--- src/rtl/uud_pkg.sv ---
`default_nettype none

package uud_pkg;

   localparam int CHAR_W     = 8;
   localparam int SEXTET_W   = 6;
   localparam int GROUP_W    = 24;
   localparam int BUF_W      = 18;
   localparam int COUNT_W    = 6;
   localparam int QUEUE_DEPTH = 2;
   localparam int QPTR_W     = $clog2(QUEUE_DEPTH);
   localparam int QCNT_W     = $clog2(QUEUE_DEPTH + 1);

   localparam logic [CHAR_W-1:0] NEWLINE_CHAR = 8'd10;

   // one queue entry: all results caused by one accepted character
   typedef struct packed {
      logic [GROUP_W-1:0] group;   // bytes taken from the top, zeros after
      logic [COUNT_W-1:0] count;   // number of results, never zero
      logic               is_end;  // end-of-body marker
   } uud_cmd_type;

   localparam int CMD_W = $bits(uud_cmd_type);

endpackage

`default_nettype wire

--- src/rtl/uud_front.sv ---
`default_nettype none

module uud_front
   import uud_pkg::*;
(
   input  wire logic              clock,
   input  wire logic              reset,
   input  wire logic              accept,
   input  wire logic [CHAR_W-1:0] in_char,
   output logic                   push,
   output uud_cmd_type            cmd
);

   logic                at_start_ff, at_start_in;
   logic                skipping_ff, skipping_in;
   logic [COUNT_W-1:0]  bytes_left_ff, bytes_left_in;
   logic [1:0]          sextet_cnt_ff, sextet_cnt_in;
   logic [BUF_W-1:0]    sextet_buf_ff, sextet_buf_in;

   logic                is_nl;
   logic [SEXTET_W-1:0] sextet;
   logic [COUNT_W-1:0]  take;
   logic [GROUP_W-1:0]  pad_group;

   assign is_nl  = (in_char == NEWLINE_CHAR);
   // (c - 32) & 63: subtracting 32 mod 64 just flips bit 5
   assign sextet = {~in_char[5], in_char[4:0]};
   assign take   = (bytes_left_ff >= COUNT_W'(3)) ? COUNT_W'(3) : bytes_left_ff;

   // partial group at a newline, missing sextets taken as zero
   always_comb begin
      unique case (sextet_cnt_ff)
         2'd1:    pad_group = {sextet_buf_ff[SEXTET_W-1:0], 18'd0};
         2'd2:    pad_group = {sextet_buf_ff[2*SEXTET_W-1:0], 12'd0};
         2'd3:    pad_group = {sextet_buf_ff, 6'd0};
         default: pad_group = '0;
      endcase
   end

   always_comb begin
      at_start_in   = at_start_ff;
      skipping_in   = skipping_ff;
      bytes_left_in = bytes_left_ff;
      sextet_cnt_in = sextet_cnt_ff;
      sextet_buf_in = sextet_buf_ff;
      push          = 1'b0;
      cmd.group     = '0;
      cmd.count     = COUNT_W'(1);
      cmd.is_end    = 1'b0;
      if (accept) begin
         priority if (skipping_ff) begin
            if (is_nl) begin
               skipping_in = 1'b0;
               at_start_in = 1'b1;
            end
         end else if (at_start_ff) begin
            sextet_cnt_in = '0;
            sextet_buf_in = '0;
            bytes_left_in = '0;
            if (is_nl) begin
               push       = 1'b1;
               cmd.is_end = 1'b1;
            end else begin
               at_start_in = 1'b0;
               if (sextet == '0) begin
                  skipping_in = 1'b1;
                  push        = 1'b1;
                  cmd.is_end  = 1'b1;
               end else begin
                  bytes_left_in = sextet;
               end
            end
         end else if (is_nl) begin
            push          = (bytes_left_ff != '0);
            cmd.group     = pad_group;
            cmd.count     = bytes_left_ff;
            bytes_left_in = '0;
            sextet_cnt_in = '0;
            sextet_buf_in = '0;
            at_start_in   = 1'b1;
         end else if (bytes_left_ff != '0) begin
            if (sextet_cnt_ff != 2'd3) begin
               sextet_buf_in = {sextet_buf_ff[BUF_W-SEXTET_W-1:0], sextet};
               sextet_cnt_in = sextet_cnt_ff + 2'd1;
            end else begin
               push          = 1'b1;
               cmd.group     = {sextet_buf_ff, sextet};
               cmd.count     = take;
               bytes_left_in = bytes_left_ff - take;
               sextet_cnt_in = '0;
               sextet_buf_in = '0;
            end
         end else begin
            // past the count: ignored until the newline
         end
      end
   end

   always_ff @(posedge clock) begin
      if (reset) begin
         at_start_ff   <= 1'b1;
         skipping_ff   <= 1'b0;
         bytes_left_ff <= '0;
         sextet_cnt_ff <= '0;
      end else begin
         at_start_ff   <= at_start_in;
         skipping_ff   <= skipping_in;
         bytes_left_ff <= bytes_left_in;
         sextet_cnt_ff <= sextet_cnt_in;
      end
   end

   always_ff @(posedge clock) begin
      sextet_buf_ff <= sextet_buf_in;
   end

endmodule

`default_nettype wire

--- src/rtl/uud_queue.sv ---
`default_nettype none

module uud_queue
   import uud_pkg::*;
(
   input  wire logic  clock,
   input  wire logic  reset,
   input  wire logic  push,
   input  wire uud_cmd_type wr_cmd,
   input  wire logic  pop,
   output uud_cmd_type rd_cmd,
   output logic       full,
   output logic       empty
);

   uud_cmd_type         entry_ff [QUEUE_DEPTH];
   logic [QPTR_W-1:0]   wr_ptr_ff, wr_ptr_in;
   logic [QPTR_W-1:0]   rd_ptr_ff, rd_ptr_in;
   logic [QCNT_W-1:0]   count_ff, count_in;

   assign full   = (count_ff == QCNT_W'(QUEUE_DEPTH));
   assign empty  = (count_ff == '0);
   assign rd_cmd = entry_ff[rd_ptr_ff];

   always_comb begin
      wr_ptr_in = wr_ptr_ff;
      rd_ptr_in = rd_ptr_ff;
      count_in  = count_ff;
      if (push) begin
         wr_ptr_in = (wr_ptr_ff == QPTR_W'(QUEUE_DEPTH - 1)) ? '0 : wr_ptr_ff + QPTR_W'(1);
      end
      if (pop) begin
         rd_ptr_in = (rd_ptr_ff == QPTR_W'(QUEUE_DEPTH - 1)) ? '0 : rd_ptr_ff + QPTR_W'(1);
      end
      if (push && !pop) begin
         count_in = count_ff + QCNT_W'(1);
      end else if (pop && !push) begin
         count_in = count_ff - QCNT_W'(1);
      end
   end

   always_ff @(posedge clock) begin
      if (reset) begin
         wr_ptr_ff <= '0;
         rd_ptr_ff <= '0;
         count_ff  <= '0;
      end else begin
         wr_ptr_ff <= wr_ptr_in;
         rd_ptr_ff <= rd_ptr_in;
         count_ff  <= count_in;
      end
   end

   always_ff @(posedge clock) begin
      if (push) begin
         entry_ff[wr_ptr_ff] <= wr_cmd;
      end
   end

endmodule

`default_nettype wire

--- src/rtl/uud_back.sv ---
`default_nettype none

module uud_back
   import uud_pkg::*;
(
   input  wire logic  clock,
   input  wire logic  reset,
   input  wire uud_cmd_type q_cmd,
   input  wire logic  q_empty,
   output logic       pop,
   output logic       out_valid,
   input  wire logic  out_ready,
   output logic [CHAR_W-1:0] out_byte,
   output logic       out_end,
   output logic       out_last
);

   logic               busy_ff, busy_in;
   logic [GROUP_W-1:0] group_ff, group_in;
   logic [COUNT_W-1:0] remain_ff, remain_in;
   logic               is_end_ff, is_end_in;

   logic               valid_ff, valid_in;
   logic [CHAR_W-1:0]  byte_ff, byte_in;
   logic               end_ff, end_in;
   logic               last_ff, last_in;

   logic step;
   logic final_step;

   assign step       = busy_ff && (!valid_ff || out_ready);
   assign final_step = step && (remain_ff == COUNT_W'(1));
   assign pop        = !q_empty && (!busy_ff || final_step);

   always_comb begin
      busy_in   = busy_ff;
      group_in  = group_ff;
      remain_in = remain_ff;
      is_end_in = is_end_ff;
      if (pop) begin
         busy_in   = 1'b1;
         group_in  = q_cmd.group;
         remain_in = q_cmd.count;
         is_end_in = q_cmd.is_end;
      end else if (step) begin
         // shifting in zeros supplies the padding bytes of a short line
         group_in  = {group_ff[GROUP_W-CHAR_W-1:0], {CHAR_W{1'b0}}};
         remain_in = remain_ff - COUNT_W'(1);
         busy_in   = !final_step;
      end
   end

   always_comb begin
      valid_in = valid_ff;
      byte_in  = byte_ff;
      end_in   = end_ff;
      last_in  = last_ff;
      if (step) begin
         valid_in = 1'b1;
         byte_in  = group_ff[GROUP_W-1 -: CHAR_W];
         end_in   = is_end_ff;
         last_in  = (remain_ff == COUNT_W'(1));
      end else if (out_ready) begin
         valid_in = 1'b0;
      end
   end

   always_ff @(posedge clock) begin
      if (reset) begin
         busy_ff  <= 1'b0;
         valid_ff <= 1'b0;
      end else begin
         busy_ff  <= busy_in;
         valid_ff <= valid_in;
      end
   end

   always_ff @(posedge clock) begin
      group_ff  <= group_in;
      remain_ff <= remain_in;
      is_end_ff <= is_end_in;
      byte_ff   <= byte_in;
      end_ff    <= end_in;
      last_ff   <= last_in;
   end

   assign out_valid = valid_ff;
   assign out_byte  = byte_ff;
   assign out_end   = end_ff;
   assign out_last  = last_ff;

endmodule

`default_nettype wire

--- src/rtl/uudecode_line_decoder.sv ---
// uudecode line decoder.
// req_*: one character of the encoded body per item; 10 ends a line. The first
//   character of a line is the byte count, a zero count or an empty line gives
//   an end-of-body marker and the rest of that line is skipped.
// rsp_*: one decoded byte per item; tuser marks the end marker (data zero),
//   tlast marks the final item caused by one input character.
// A front stage parses characters and writes one entry per result-producing
// character into a two-entry queue; a back stage turns an entry into 1 to 63
// output items, one per cycle unless rsp_tready stalls, via a registered output.
// Throughput: one character per cycle while the queue has room; output runs
// at one item per cycle while rsp_tready is high. A newline on a short line
// produces up to 63 items from one character, and the front stalls only once
// the queue is full. A result item passes through a queue entry, the back
// stage's group register and the output register. When rsp_tready is low the
// output register and the back stage hold, the queue fills, and req_tready drops.
// Reset (synchronous) empties the queue, drops rsp_tvalid and makes the next
// character a line's count character.
`default_nettype none

module uudecode_line_decoder
   import uud_pkg::*;
(
   input  wire logic              clock,
   input  wire logic              reset,
   input  wire logic              req_tvalid,
   output logic                   req_tready,
   input  wire logic [CHAR_W-1:0] req_tdata,   // [7:0] in_char
   output logic                   rsp_tvalid,
   input  wire logic              rsp_tready,
   output logic [CHAR_W-1:0]      rsp_tdata,   // [7:0] out_byte
   output logic                   rsp_tuser,   // [0] is_end
   output logic                   rsp_tlast    // last item for one input character
);

   logic        accept;
   logic        q_push;
   logic        q_pop;
   logic        q_full;
   logic        q_empty;
   uud_cmd_type wr_cmd;
   uud_cmd_type rd_cmd;

   assign req_tready = !q_full;
   assign accept     = req_tvalid && req_tready;

   uud_front u_front (
      .clock   (clock),
      .reset   (reset),
      .accept  (accept),
      .in_char (req_tdata),
      .push    (q_push),
      .cmd     (wr_cmd)
   );

   uud_queue u_queue (
      .clock  (clock),
      .reset  (reset),
      .push   (q_push),
      .wr_cmd (wr_cmd),
      .pop    (q_pop),
      .rd_cmd (rd_cmd),
      .full   (q_full),
      .empty  (q_empty)
   );

   uud_back u_back (
      .clock     (clock),
      .reset     (reset),
      .q_cmd     (rd_cmd),
      .q_empty   (q_empty),
      .pop       (q_pop),
      .out_valid (rsp_tvalid),
      .out_ready (rsp_tready),
      .out_byte  (rsp_tdata),
      .out_end   (rsp_tuser),
      .out_last  (rsp_tlast)
   );

   a_end_marker: assert property (@(posedge clock) disable iff (reset)
      rsp_tvalid && rsp_tuser |-> rsp_tdata == '0 && rsp_tlast)
      else $error("end marker carries data or is not last");

   a_reset_quiet: assert property (@(posedge clock)
      reset |=> !rsp_tvalid)
      else $error("result valid right after reset");

   a_pop_nonempty: assert property (@(posedge clock) disable iff (reset)
      q_pop |-> !q_empty)
      else $error("queue read while empty");

   a_push_room: assert property (@(posedge clock) disable iff (reset)
      q_push |-> !q_full && accept)
      else $error("queue written without room or without an item");

endmodule

`default_nettype wire
--- config.mk ---
export PLATFORM = sky130hd
export DESIGN_NAME = uudecode_line_decoder
export DESIGN_NICKNAME = d
export VERILOG_FILES = /design/src/rtl/uud_pkg.sv /design/src/rtl/uud_front.sv /design/src/rtl/uud_queue.sv /design/src/rtl/uud_back.sv /design/src/rtl/uudecode_line_decoder.sv
export SDC_FILE = /design/constraint.sdc
export NUM_CORES = 1
export LEC_CHECK = 0
export BUFFER_PORTS_ARGS = -buffer_cell sky130_fd_sc_hd__clkbuf_2
export CORE_MARGIN = 3
export CORE_UTILIZATION = 45
export DETAILED_ROUTE_END_ITERATION = 10
export SLEW_MARGIN = 20
export SYNTH_ARGS = -nofsm -noshare
export SYNTH_HDL_FRONTEND = slang
export SYNTH_HIERARCHICAL = 1
export SYNTH_SLANG_ARGS = --single-unit
--- constraint.sdc ---
create_clock -name clock -period 3.9 [get_ports clock]
set_input_delay 0.195 -clock clock [delete_from_list [all_inputs] [get_ports clock]]
set_output_delay 0.195 -clock clock [all_outputs]
set_load 0.01 [all_outputs]
=== Word level (Yosys, flattened, before mapping) ===
Memory sizes are Yosys's and may differ from the RTL's. A register that Yosys moved wholly into a read port is not among the register bits.
Index checks and enable logic that the tools add are counted.

* Bits in writable memories: 62
* Logic and storage cells: 114
* Bits in registers: 75
* Memories: 1
* Bits of input ports: 12
* Output and inout bits: 12

{| class="wikitable"
|+ Memories
! name !! words !! width !! read ports !! clocked after Yosys merged registers in !! write ports !! line !! text
|-
| u_queue.entry_ff || 2 || 31 || 1 || 1 || 1 || uud_queue.sv:16 || <nowiki>uud_cmd_type entry_ff [QUEUE_DEPTH];</nowiki>
|}

* Add/sub/neg operators: 7
* Equal/unequal tests: 9
* Reductions and logical operators: 26
* $lt $le $gt $ge: 1
* Muxes and demuxes: 52
* Bitwise logic cells: 2

{| class="wikitable"
|+ Operators with widths
! cell !! number
|-
| $mux W30 || 4
|-
| $pmux W24 S3 || 1
|-
| $mux W31 || 2
|-
| $mux W6 || 9
|-
| $mux W24 || 2
|-
| $mux W18 || 2
|-
| $mux W1 || 26
|-
| $mux W2 || 6
|-
| $eq A8 B4 Y1 const B || 1
|-
| $logic_not A1 Y1 || 7
|-
| $eq A2 B2 Y1 const B || 3
|-
| $eq A6 B1 Y1 const B || 1
|-
| $ge A6 B2 Y1 const B || 1
|-
| $logic_and A1 B1 Y1 || 6
|-
| $logic_not A6 Y1 || 1
|-
| $reduce_bool A2 Y1 || 3
|-
| $reduce_bool A6 Y1 || 1
|-
| $sub A6 B1 Y6 const B || 1
|-
| $sub A6 B6 Y6 || 1
|-
| $add A2 B1 Y2 const B || 2
|-
| $ne A2 B2 Y1 const B || 2
|-
| $reduce_and A4 Y1 || 1
|-
| $ne A3 B1 Y1 const B || 1
|-
| $reduce_and A3 Y1 || 1
|-
| other kinds (9) || 12
|}

=== Longest topological paths before layout ===
Gate-level depths: netlist (run 1).

* Depth after elaboration: 11
* Gate-level depth with buffers: 11
* Depth with buffers taken out: 11

=== Cells and area by module ===
Netlist (run 1), hierarchy kept.

{| class="wikitable"
|+ Modules (own cells, without submodules)
! module !! instances !! area each (um^2) !! cells each !! seq. area each (um^2)
|-
| uud_queue || 1 || 2433.6 || 118 || 1961.9
|-
| uud_front || 1 || 1793.0 || 189 || 740.7
|-
| uud_back || 1 || 1756.7 || 106 || 1271.2
|-
| uudecode_line_decoder || 1 || 10.0 || 2 || 0.0
|}

=== Worst setup path before layout (run 1) ===
Ideal clock, no wire load.

* Path kind: reg2reg
* Start: reg u_queue.count_ff[0]
* End: mem u_queue/entry_ff[0][0] (netlist bit) (enable)
* Required time: 3477 ps
* Buffers on the path: 0
* Data arrival time: 3067 ps
* Setup time: 423 ps
* Setup slack: 411 ps
* Stages on the path, launching flop included: 9
* Period minus slack after synthesis: 3489 ps
* Path through: dfxtp_1 -> and2b_2 -> nor2b_1 -> nor2b_1 -> nand3_1 -> nor2_1 -> a21oi_1 -> nor2_1 -> nor2b_1

* Cells in the longest elaborated chain, start to end: 6

{| class="wikitable"
|+ RTL lines
! item !! line !! text
|-
| from (decl) || uud_queue.sv:19 || <nowiki>logic [QCNT_W-1:0] count_ff, count_in;</nowiki>
|-
| from (signal assigned) || uud_queue.sv:50 || <nowiki>count_ff <= count_in;</nowiki>
|-
| $eq A2 B2 Y1 || uud_queue.sv:21 || <nowiki>assign full = (count_ff == QCNT_W'(QUEUE_DEPTH));</nowiki>
|-
| named net q_full || uudecode_line_decoder.sv:38 || <nowiki>logic q_full;</nowiki>
|-
| $logic_not A1 Y1 || uudecode_line_decoder.sv:43 || <nowiki>assign req_tready = !q_full;</nowiki>
|-
| $logic_and A1 B1 Y1 || uudecode_line_decoder.sv:44 || <nowiki>assign accept = req_tvalid && req_tready;</nowiki>
|-
| named net accept || uudecode_line_decoder.sv:35 || <nowiki>logic accept;</nowiki>
|-
| $mux W1 || uud_front.sv:50 || <nowiki>if (accept) begin</nowiki>
|-
| named net q_push || uudecode_line_decoder.sv:36 || <nowiki>logic q_push;</nowiki>
|-
| $mux W1 || uud_queue.sv:55 || <nowiki>if (push) begin</nowiki>
|-
| $mux W1 (implied by the code) || uud_queue.sv:56 || <nowiki>entry_ff[wr_ptr_ff] <= wr_cmd;</nowiki>
|-
| to (decl) || uud_queue.sv:16 ||
|}

The timed path passes the listed nets, and every way through them passes these cells.

=== Worst setup path after layout (run 1) ===
* Start: reg u_queue.count_ff[0]
* End: mem u_queue/entry_ff[0][14] (netlist bit) (enable)

Same word-level chain as after synthesis.

==> results of run 1 <==
## final cells by class
cell class                 instances  area share
clock buffer                      18      0.0624
inverter                           8     0.00437
sequential                       138       0.578
clock inverter                    14      0.0191
multi-input combinational        250       0.276
tap                              172      0.0313
timing repair buffer              31      0.0284
## per-layer routing
layer | up-vias | wire, µm | global-route usage
met5 | - | 0 | 0
met4 | 0 | 80 | 0.0525
met3 | 9 | 450 | 0.0550
met2 | 77 | 4810 | 0.220
met1 | 1655 | 5240 | 0.218
li1 | 1621 | - | -
## flip-flops by register name, indices dropped and copies added, names as in the netlist, named ones only
register / cells
u_back/busy_ff: 1
u_back/group_ff: 24
u_back/is_end_ff: 1
u_back/out_byte: 8
u_back/out_end: 1
u_back/out_last: 1
u_back/out_valid: 1
u_back/remain_ff: 6
u_front/at_start_ff: 1
u_front/bytes_left_ff: 6
u_front/sextet_buf_ff: 18
u_front/sextet_cnt_ff: 2
u_front/skipping_ff: 1
u_queue/count_ff: 2
u_queue/entry_ff: 62
u_queue/rd_ptr_ff: 1
u_queue/wr_ptr_ff: 1
## power by group through the flow
| stage | registers (mW) | logic [mW] | clock network, mW |
|---|---|---|---|
| final | 2.22 | 0.988 | 1.51 |
| after CTS | 2.22 | 0.954 | 1.54 |
| after floorplan | 2.21 | 0.706 | 0 |
| after global placement | 2.24 | 0.931 | 0 |
| after detailed placement | 2.25 | 0.940 | 0 |
| after global routing | 2.25 | 1.10 | 1.60 |
## worst max path at each step
stage	start	endpoint	slack, ns	cells after the start
after floorplan	u_queue/count_ff[0]$_SDFFE_PP0P_	u_queue/entry_ff[0][0]$_DFFE_PP_	0.41	8
after global placement	u_queue/count_ff[0]$_SDFFE_PP0P_	u_queue/entry_ff[0][30]$_DFFE_PP_	1.14	9
after detailed placement	u_queue/count_ff[0]$_SDFFE_PP0P_	u_queue/entry_ff[0][27]$_DFFE_PP_	1.02	9
after CTS	u_queue/count_ff[0]$_SDFFE_PP0P_	u_queue/entry_ff[0][14]$_DFFE_PP_	1.01	9
after global routing	u_queue/count_ff[0]$_SDFFE_PP0P_	u_queue/entry_ff[0][19]$_DFFE_PP_	0.78	9
final	u_queue/count_ff[0]$_SDFFE_PP0P_	u_queue/entry_ff[0][14]$_DFFE_PP_	1.03	9
## layout by cell type (no fill, tap or decap), drive strengths merged, types with 10 or more instances in the layout
| cell | n |
|---|---|
| dfxtp | 17 |
| mux2 | 49 |
| nor2 | 31 |
| and2 | 33 |
| nand2 | 16 |
| edfxtp | 121 |
| a21oi | 16 |
| clkinv | 10 |
| clkbuf | 41 |
| and3 | 12 |
## worst max-delay path, delay by kind of cell (launching register included)
family,cells,cell delay [ns]
AOI/OAI and AO/OA,1,0.06
buffers and inverters,1,0.37
DFF,1,0.39
and+or+nand+nor,7,1.68
## kinds of logic after synthesis
| logic type | after synthesis | share of synthesized area |
|---|---|---|
| DFF | 138 | 0.663 |
| AOI/OAI and AO/OA | 58 | 0.0708 |
| and+or+nand+nor | 123 | 0.116 |
| adders and majority gates | 8 | 0.0167 |
| buffers and inverters | 27 | 0.0228 |
| muxes | 52 | 0.0971 |
| xor gates and xnor gates | 9 | 0.0132 |
## through the flow
stage          hold slack (ns)  utilization  power (mW)  std cells
3_3_place_gp             0.403        0.490        3.17        598
2_1_floorplan            0.264            -        2.91        415
4_1_cts                  0.112        0.534        4.72        630
6_report                 0.134        0.536        4.71        631
3_5_place_dp             0.406        0.490        3.19        598
5_1_grt                  0.127        0.536        4.95        631
==> reports/results.ini, run 1 <==
[logic_synthesis]
ys_ff_latch=138
synth.avg_cell_area_um2=14.4
synthCells=415
synthArstFlopShare=0
yosysSeqAreaShare=0.663
synth_edf_count=121
synth_top_area_share=0.606
yosys_warnings=6
synth_area_leader_cell=edfxtp_1
synth_fp_nets=435
yosysUniqueCellTypes=51
synth_area_mm2=0.00599
synth_most_common_cell=edfxtp_1
synthFlopType=edfxtp_1
synth_area_leaders=edfxtp_1 61%, mux2_2 9.2%, dfxtp_1 5.7%
synth_commonest_cells=121 x edfxtp_1, 49 x mux2_2, 32 x and2_1

[place]
io_buffers=23
pre_cts_ws_ns=1.02
dp_hpwl_mm=6.61
gp_congestion=0.870
postPlaceCellArea_mm2=0.00628

[sta]
finalSetupViolations=0
fmax_ghz=0.348
tns_ns=0
relSlewSlack=0.395
fin_crit_sh=0.737
fin_crit_ns=2.87
timing.final.ws_setup_ns=1.03
finClkSkew_ns=0.00944
report.final.slew_viol_count=0
rsz0062_at_grt=false
hold_violations=0
tightest_slew_ns=0.903

[floorplanning]
ioPinCount=24
num_rows=41
die_width_um=121
core_mm2=0.0128
fp.dieArea_mm2=0.0147
die_height_um=121
initial_utilization=0.467

[route]
vias=3362
drt-pass1-iter-count=4
drc_errors=0
routed_wl_mm=10.6
ant_nets=0
via_per_inst=5.33
post_drt_wl_per_cell_um=16.8
drtIter0Drc=235

[setup_path]
cp_max_fo=31
cp-end-kind=flop
cp_cell_sequence=and2b_2 > nor2b_1 > nor2b_1 > nand3_1 > nor2_1 > a21oi_1 > nor2_1 > nor2b_2 > buf_4
slowest_delay_ns=0.39
ff2ff_setup_slack_ns=1.03
rr_endpoint=u_queue/entry_ff[0][14]$_DFFE_PP_
startpoint_type=flop
critPathKind=flop to flop
r2r_cells=9
crit_slowest_cell=dfxtp_1
cp_data_required_time_ns=3.96
r2r-start=u_queue/count_ff[0]$_SDFFE_PP0P_
arrival_ns=2.93

[clock_tree]
clk_path_buf_depth=2
cts_setup_buffers=0
cts_root_buf=clkbuf_16
cts_resized=0
cts_hold_buf=0
clock_sinks=138
worstSkewPairLatency_ns=0.41
cts_buffers=17
ctsHtreeMaxLevel=4
clk_pin_slew_ns=0.06
cts_tree=yes

[outcome]
status=complete, no violations

[final_layout]
stdcell_area_mm2=0.00687
syn_to_final_growth_pct=14.7
layout-drive-gt1-share=0.270
antenna_cells=0
multi_input_area_mm2=0.00190
layout.area.seq_mm2=0.00397
nNetsFinal=466
nFillCells=1086

[hold_path]
hold_path_class=primary input to flop
holdPathEnd=u_front/sextet_buf_ff[2]$_SDFFCE_PP0P_
hp-start=req_tdata[2]
min_path_cells=2

[grt]
grt_pass1_vias=3216
grt_use_total=0.154
antenna_found_initial=0
overflow=0
grt_start_max_net_pins=32
grt_pass1_wl_mm=16.9

[power]
combPwrFrac=0.210
power_leakage_nw=2.44
clkPwrFrac=0.320
pwr-share-seq=0.470
powerDensity_mw_per_mm2=685
p_int_mw=3.44
p_sw_frac=0.269
power_switching_mw=1.27
ir_drop_uv=346

[job]
drv_cap=0

No activity file was read; power rests on OpenSTA's default activity.
==> run 2, diff against run 1 <==
==> constraint.sdc (replaced) <==
create_clock -name clock -period 2.36 [get_ports clock]
set_input_delay 0.118 -clock clock [delete_from_list [all_inputs] [get_ports clock]]
set_output_delay 0.118 -clock clock [all_outputs]
set_load 0.01 [all_outputs]
==> reports/results.ini, run 2 (same netlist as run 1, synthesis figures left out) <==
[outcome]
status=complete, no violations

[final_layout]
layout_common_cells=121 x edfxtp_1, 49 x mux2_2, 31 x and2_1
syn_to_final_growth_pct=16.8
final_common_cell=edfxtp_1
nNetsFinal=483  ; +3.6%
largest_reg_flops=62  ; unchanged
final_cells=648  ; +2.7%
reg_top3=u_queue/entry_ff x62, u_back/group_ff x24, u_front/sextet_buf_ff x18
final_util=0.546  ; +0.0101
top_register=u_queue/entry_ff
layout-drive-gt1-share=0.311  ; +0.0408
antenna_cells=0  ; unchanged

[grt]
antenna_found_initial=0  ; unchanged
grt_start_max_net_pins=39  ; +22%
overflow=0  ; unchanged
grt_pass1_vias=3360  ; +4.5%
grt_use_total=0.159  ; +0.00490
grt_pass1_wl_mm=17.6  ; +4.1%

[setup_path]
cp_num_buf_inv=2  ; +1
crit_family=compound AO/OA/AOI/OAI gates
cp_cell_sequence=inv_1 > ha_1 > nand2b_1 > o41ai_4 > inv_1 > ha_1 > or3_1 > a21oi_1
ff2ff_setup_slack_ns=0.15  ; -0.88 ns
startpoint_type=flop
crit_slowest_cell=edfxtp_1
startpoint=u_back/remain_ff[1]$_DFFE_PP_
rr_endpoint=u_queue/count_ff[1]$_SDFFE_PP0P_
arrival_ns=2.55  ; -0.38 ns
slowest_delay_ns=0.42  ; +0.03 ns
critPathKind=flop to flop
cp_data_required_time_ns=2.70  ; -1.26 ns
r2r_cells=8  ; -1
cp-end-kind=flop
worstSetupEndpoint=u_queue/count_ff[1]$_SDFFE_PP0P_
cp_max_fo=3  ; -90%
cp.depth=8  ; -1
r2r-start=u_back/remain_ff[1]$_DFFE_PP_

[sta]
report.final.slew_viol_count=0  ; unchanged
fmax_ghz=0.453  ; +30%
fin_crit_sh=0.936  ; +0.200
hold_violations=0  ; unchanged
tightest_slew_ns=0.829  ; -0.0740 ns
finalSetupViolations=0  ; unchanged
relSlewSlack=0.446  ; +0.0509
rsz0062_at_grt=false
fin_crit_ns=2.21  ; -0.664 ns
finClkSkew_ns=0.00564  ; -0.00380 ns
tns_ns=0  ; unchanged

[clock_tree]
worstSkewPairLatency_ns=0.41  ; about the same
cts_setup_buffers=0  ; unchanged
clock_sinks=138  ; unchanged
cts_root_buf=clkbuf_16
clk_path_buf_depth=2  ; unchanged
cts_buffers=17  ; unchanged
clk_pin_slew_ns=0.06  ; about the same
cts_tree=yes
ctsHtreeMaxLevel=4  ; unchanged
cts_hold_buf=0  ; unchanged

[power]
pwr-share-seq=0.469  ; about the same
ir_drop_uv=489  ; +41%
p_total_mw=7.69  ; +63%
powerDensity_mw_per_mm2=1100  ; +60%
p_sw_frac=0.278  ; +0.00846
power_leakage_nw=2.52  ; +3.2%
clkPwrFrac=0.302  ; -0.018
power_switching_mw=2.14  ; +69%
p_int_mw=5.56  ; +62%
combPwrFrac=0.228  ; +0.018

[floorplanning]
initial_utilization=0.467  ; unchanged
die_height_um=121  ; unchanged
die_width_um=121  ; unchanged
core_mm2=0.0128  ; unchanged
num_rows=41  ; unchanged
ioPinCount=24  ; unchanged
fp.dieArea_mm2=0.0147  ; unchanged

[place]
dp_hpwl_mm=6.97  ; +5.5%
placed_cells=615  ; +2.8%
io_buffers=23  ; unchanged
gp_congestion=0.891  ; +2.4%

[route]
post_drt_wl_per_cell_um=16.5  ; -1.8%
drtIter0Drc=251  ; +6.8%
met1_length_mm=5.19  ; -0.92%
vias=3383  ; +0.62%
routed_wl_mm=10.7  ; +0.83%
wl_met3_um=477  ; +6.0%
drt-pass1-iter-count=4  ; unchanged
via_per_inst=5.22  ; -2.0%
wl_met2_mm=4.82  ; +0.19%
ant_nets=0  ; unchanged
drc_errors=0  ; unchanged
top_layer=met4

[hold_path]
hold_path_class=primary input to flop

[job]
drv_cap=0  ; unchanged

run 2: cell types whose count changed in the layout (fill, tap and decap cells not counted), moves of 2 or more:
cell | before | now
buf_4 | 7 | 22
bufinv_16 | 2 | 0
clkinv_1 | 4 | 2
clkinvlp_4 | 2 | 4
inv_6 | 0 | 3
nor2b_1 | 5 | 3
nor2b_4 | 0 | 2
run 2: how the worst min path moves through the flow:
| stage | startpoint | endpoint | slack [ns] | cells past startpoint |
|---|---|---|---|---|
| 2_1_floorplan | reset | u_back/busy_ff$_SDFFE_PP0P_ | 0.19 | 1 |
| 3_3_place_gp | u_back/group_ff[20]$_DFFE_PP_ | u_back/out_byte[4]$_DFFE_PP_ | 0.40 | 0 |
| 3_5_place_dp | u_back/group_ff[19]$_DFFE_PP_ | u_back/out_byte[3]$_DFFE_PP_ | 0.40 | 0 |
| 6_report | req_tdata[2] | u_front/sextet_buf_ff[2]$_SDFFCE_PP0P_ | 0.07 | 2 |
| 5_1_grt | req_tdata[2] | u_front/sextet_buf_ff[2]$_SDFFCE_PP0P_ | 0.06 | 2 |
| 4_1_cts | req_tdata[2] | u_front/sextet_buf_ff[2]$_SDFFCE_PP0P_ | 0.04 | 2 |
run 2: metal layers:
layer / global-route usage / vias up
met5: 0 / -
met4: 0.0728 / 0
met3: 0.0429 / 13
met2: 0.225 / 83
met1: 0.228 / 1633
li1: - / 1654
run 2: layout make-up:
cell class	instances	area (µm²)
Clock buffer	17	425
Tap cell	172	215
Inverter	8	30.0
Multi-Input combinational cell	250	1920
Sequential cell	138	3970
Clock inverter	15	101
Timing Repair Buffer	48	339
Fill cell	1101	5820
run 2: stage by stage:
stage / worst slack [ns] / hold WS (ns) / area, µm²
after floorplan: -0.0739 / 0.187 / 6020
after global placement: 0.0422 / 0.401 / 6440
after detailed placement: -0.0101 / 0.405 / 6440
after CTS: 0.0934 / 0.0402 / 6970
after global routing: 0.0158 / 0.0641 / 7000
final: 0.150 / 0.0697 / 7000
run 2: power groups by stage:
| stage | clock network [mW] | logic, mW | registers, mW |
|---|---|---|---|
| floorplan | 0 | 1.19 | 3.64 |
| global placement | 0 | 1.67 | 3.66 |
| detailed placement | 0 | 1.68 | 3.68 |
| CTS | 2.39 | 1.70 | 3.63 |
| global route | 2.50 | 1.95 | 3.67 |
| finish | 2.33 | 1.76 | 3.61 |
run 2: what timing repair did:
| action | CTS | global route |
|---|---|---|
| gates resized for setup | 1 | 1 |
| setup endpoints to repair | 31 | 1 |
| endpoints found under the hold margin | 0 | 0 |
| pin swaps | 0 | 0 |
==> run 3, diff against run 2 <==
--- a/config.mk
+++ b/config.mk
@@ -6,9 +6,9 @@
 export NUM_CORES = 1
 export LEC_CHECK = 0
 export BUFFER_PORTS_ARGS = -buffer_cell sky130_fd_sc_hd__clkbuf_2
-export CORE_MARGIN = 3
 export CORE_UTILIZATION = 45
 export DETAILED_ROUTE_END_ITERATION = 10
+export PLACE_DENSITY = 0.76
 export SLEW_MARGIN = 20
 export SYNTH_ARGS = -nofsm -noshare
 export SYNTH_HDL_FRONTEND = slang
==> constraint.sdc (replaced) <==
create_clock -name clock -period 2.36 [get_ports clock]
set_input_delay 0.118 -clock clock [delete_from_list [all_inputs] [get_ports clock]]
set_output_delay 0.118 -clock clock [all_outputs]
set_load 0.02 [all_outputs]
==> reports/results.ini, run 3 (same netlist as run 1, synthesis figures left out) <==
[clock_tree]
clk_pin_slew_ns=0.06  ; about the same
cts_root_buf=clkbuf_16
clk_path_buf_depth=2  ; unchanged
cts_hold_buf=0  ; unchanged
cts_buffers=17  ; unchanged
ctsHtreeMaxLevel=4  ; unchanged
clock_sinks=138  ; unchanged
cts_tree=yes
worstSkewPairLatency_ns=0.41  ; about the same

[floorplanning]
ioPinCount=24  ; unchanged
die_width_um=117  ; -3.3%
fp.dieArea_mm2=0.0138  ; -6.5%
initial_utilization=0.467  ; unchanged
core_mm2=0.0128  ; unchanged
num_rows=41  ; unchanged
die_height_um=117  ; -3.3%

[final_layout]
syn_to_final_growth_pct=20.2
multi_input_area_mm2=0.00194  ; +0.98%
layout-drive-gt1-share=0.315  ; +0.00420
top_register=u_queue/entry_ff
final_util=0.562  ; +0.0157
reg_top3=u_queue/entry_ff x62, u_back/group_ff x24, u_front/sextet_buf_ff x18
final_common_cell=edfxtp_1
stdcell_area_mm2=0.00720  ; +2.9%
layout_common_cells=121 x edfxtp_1, 49 x mux2_2, 31 x and2_1
largest_reg_flops=62  ; unchanged
antenna_cells=0  ; unchanged
nNetsFinal=483  ; unchanged
nFillCells=1026  ; -6.8%
layout.area.seq_mm2=0.00398  ; about the same

[sta]
fmax_ghz=0.438  ; -3.2%
hold_violations=0  ; unchanged
report.final.slew_viol_count=0  ; unchanged
tns_ns=0  ; unchanged
relSlewSlack=0.441  ; -0.00488
finClkSkew_ns=0.00509  ; -0.000556 ns
fin_crit_sh=0.967  ; +0.0306
tightest_slew_ns=0.836  ; +0.00730 ns
fin_crit_ns=2.28  ; +0.0722 ns
whs_ns=0.0578  ; -0.0119 ns
finalSetupViolations=0  ; unchanged

[setup_path]
startpoint_type=flop
critPathKind=flop to flop
arrival_ns=2.41  ; -0.14 ns
cp_max_fo=7  ; +4
cp-end-kind=flop
cp_data_required_time_ns=2.48  ; -0.22 ns

[place]
dp_hpwl_mm=6.87  ; -1.4%
io_buffers=23  ; unchanged
postPlaceCellArea_mm2=0.00641  ; -0.50%
gp_congestion=0.891  ; about the same

[power]
power_leakage_nw=2.61  ; +3.6%
ir_drop_uv=609  ; +24%
p_total_mw=8.42  ; +9.5%
powerDensity_mw_per_mm2=1170  ; +6.4%

[route]
drc_errors=0  ; unchanged
drtIter0Drc=238  ; -5.2%
routed_wl_mm=11.1  ; +3.8%
via_per_inst=5.38  ; +3.0%
drt-pass1-iter-count=5  ; +1
ant_nets=0  ; unchanged
vias=3484  ; +3.0%
post_drt_wl_per_cell_um=17.1  ; +3.8%

[grt]
grt_use_total=0.164  ; +0.00532
grt_start_max_net_pins=39  ; unchanged
overflow=0  ; unchanged
antenna_found_initial=0  ; unchanged
grt_pass1_vias=3431  ; +2.1%
grt_pass1_wl_mm=17.3  ; -1.5%

[job]
drv_cap=0  ; unchanged

[outcome]
status=complete, no violations

[hold_path]
hold_path_class=primary input to flop

run 3: cell count changes in the layout (fill, tap and decap cells not counted), moves of 2 or more:
cell	before	now
bufinv_16	0	6
clkinv_2	4	0
clkinvlp_4	4	1
inv_6	3	0
buf_4	22	20
clkbuf_1	0	2
clkbuf_8	0	2
run 3: worst paths after layout:
| check | slack [ns] | startpoint | cells after the start | endpoint |
|---|---|---|---|---|
| setup reg to reg | 0.08 | u_queue/count_ff[0]$_SDFFE_PP0P_ | 10 | u_queue/entry_ff[0][20]$_DFFE_PP_ |
| hold / removal | 0.06 | req_tdata[2] | 2 | u_front/sextet_buf_ff[2]$_SDFFCE_PP0P_ |
| setup / recovery | 0.08 | u_queue/count_ff[0]$_SDFFE_PP0P_ | 10 | u_queue/entry_ff[0][20]$_DFFE_PP_ |
| hold reg to reg | 0.42 | u_back/group_ff[21]$_DFFE_PP_ | 0 | u_back/out_byte[5]$_DFFE_PP_ |
run 3: worst max-delay path: stages (launching register included):
cell       delay (ns)
dfxtp_2          0.33
and2b_2          0.24
nor2b_4          0.12
nor2b_4          0.16
nand3_1          0.10
nor2_2           0.14
a21oi_1          0.05
nor2_1           0.15
buf_4            0.15
nor2b_4          0.31
clkbuf_16        0.23
run 3: layout make-up:
type	count	share of cell area
Multi-Input combinational cell	250	0.269
Clock buffer	21	0.0639
Tap cell	172	0.0299
Timing Repair Buffer	48	0.0512
Clock inverter	11	0.0302
Inverter	8	0.00417
Sequential cell	138	0.552
run 3: timing repair:
item | CTS | global route
gates resized for setup | 0 | 6
endpoints found under the setup margin | 0 | 55
setup buffers | 0 | 4
run 3: power by group:
| group | leakage (nW) | internal (mW) | switching, mW | total [mW] |
|---|---|---|---|---|
| Combinational | 0.973 | 0.820 | 0.973 | 1.79 |
| Clock | 0.325 | 2.04 | 0.943 | 2.98 |
| Sequential | 1.31 | 3.40 | 0.253 | 3.65 |
| Total | 2.61 | 6.25 | 2.17 | 8.42 |
run 3: routing by layer:
| layer | vias to the layer above | track usage | wire length [µm] |
|---|---|---|---|
| li1 | 1659 | - | - |
| met1 | 1714 | 0.221 | 5050 |
| met2 | 98 | 0.249 | 5410 |
| met3 | 13 | 0.0370 | 449 |
| met4 | 0 | 0.0836 | 164 |
| met5 | - | 0 | 0 |
run 3: metrics by stage:
stage | std cells | worst slack, ns
2_1_floorplan | 415 | -0.0739
3_3_place_gp | 609 | 0.194
3_5_place_dp | 609 | 0.0772
4_1_cts | 641 | 0.0370
5_1_grt | 648 | -0.0409
6_report | 648 | 0.0780
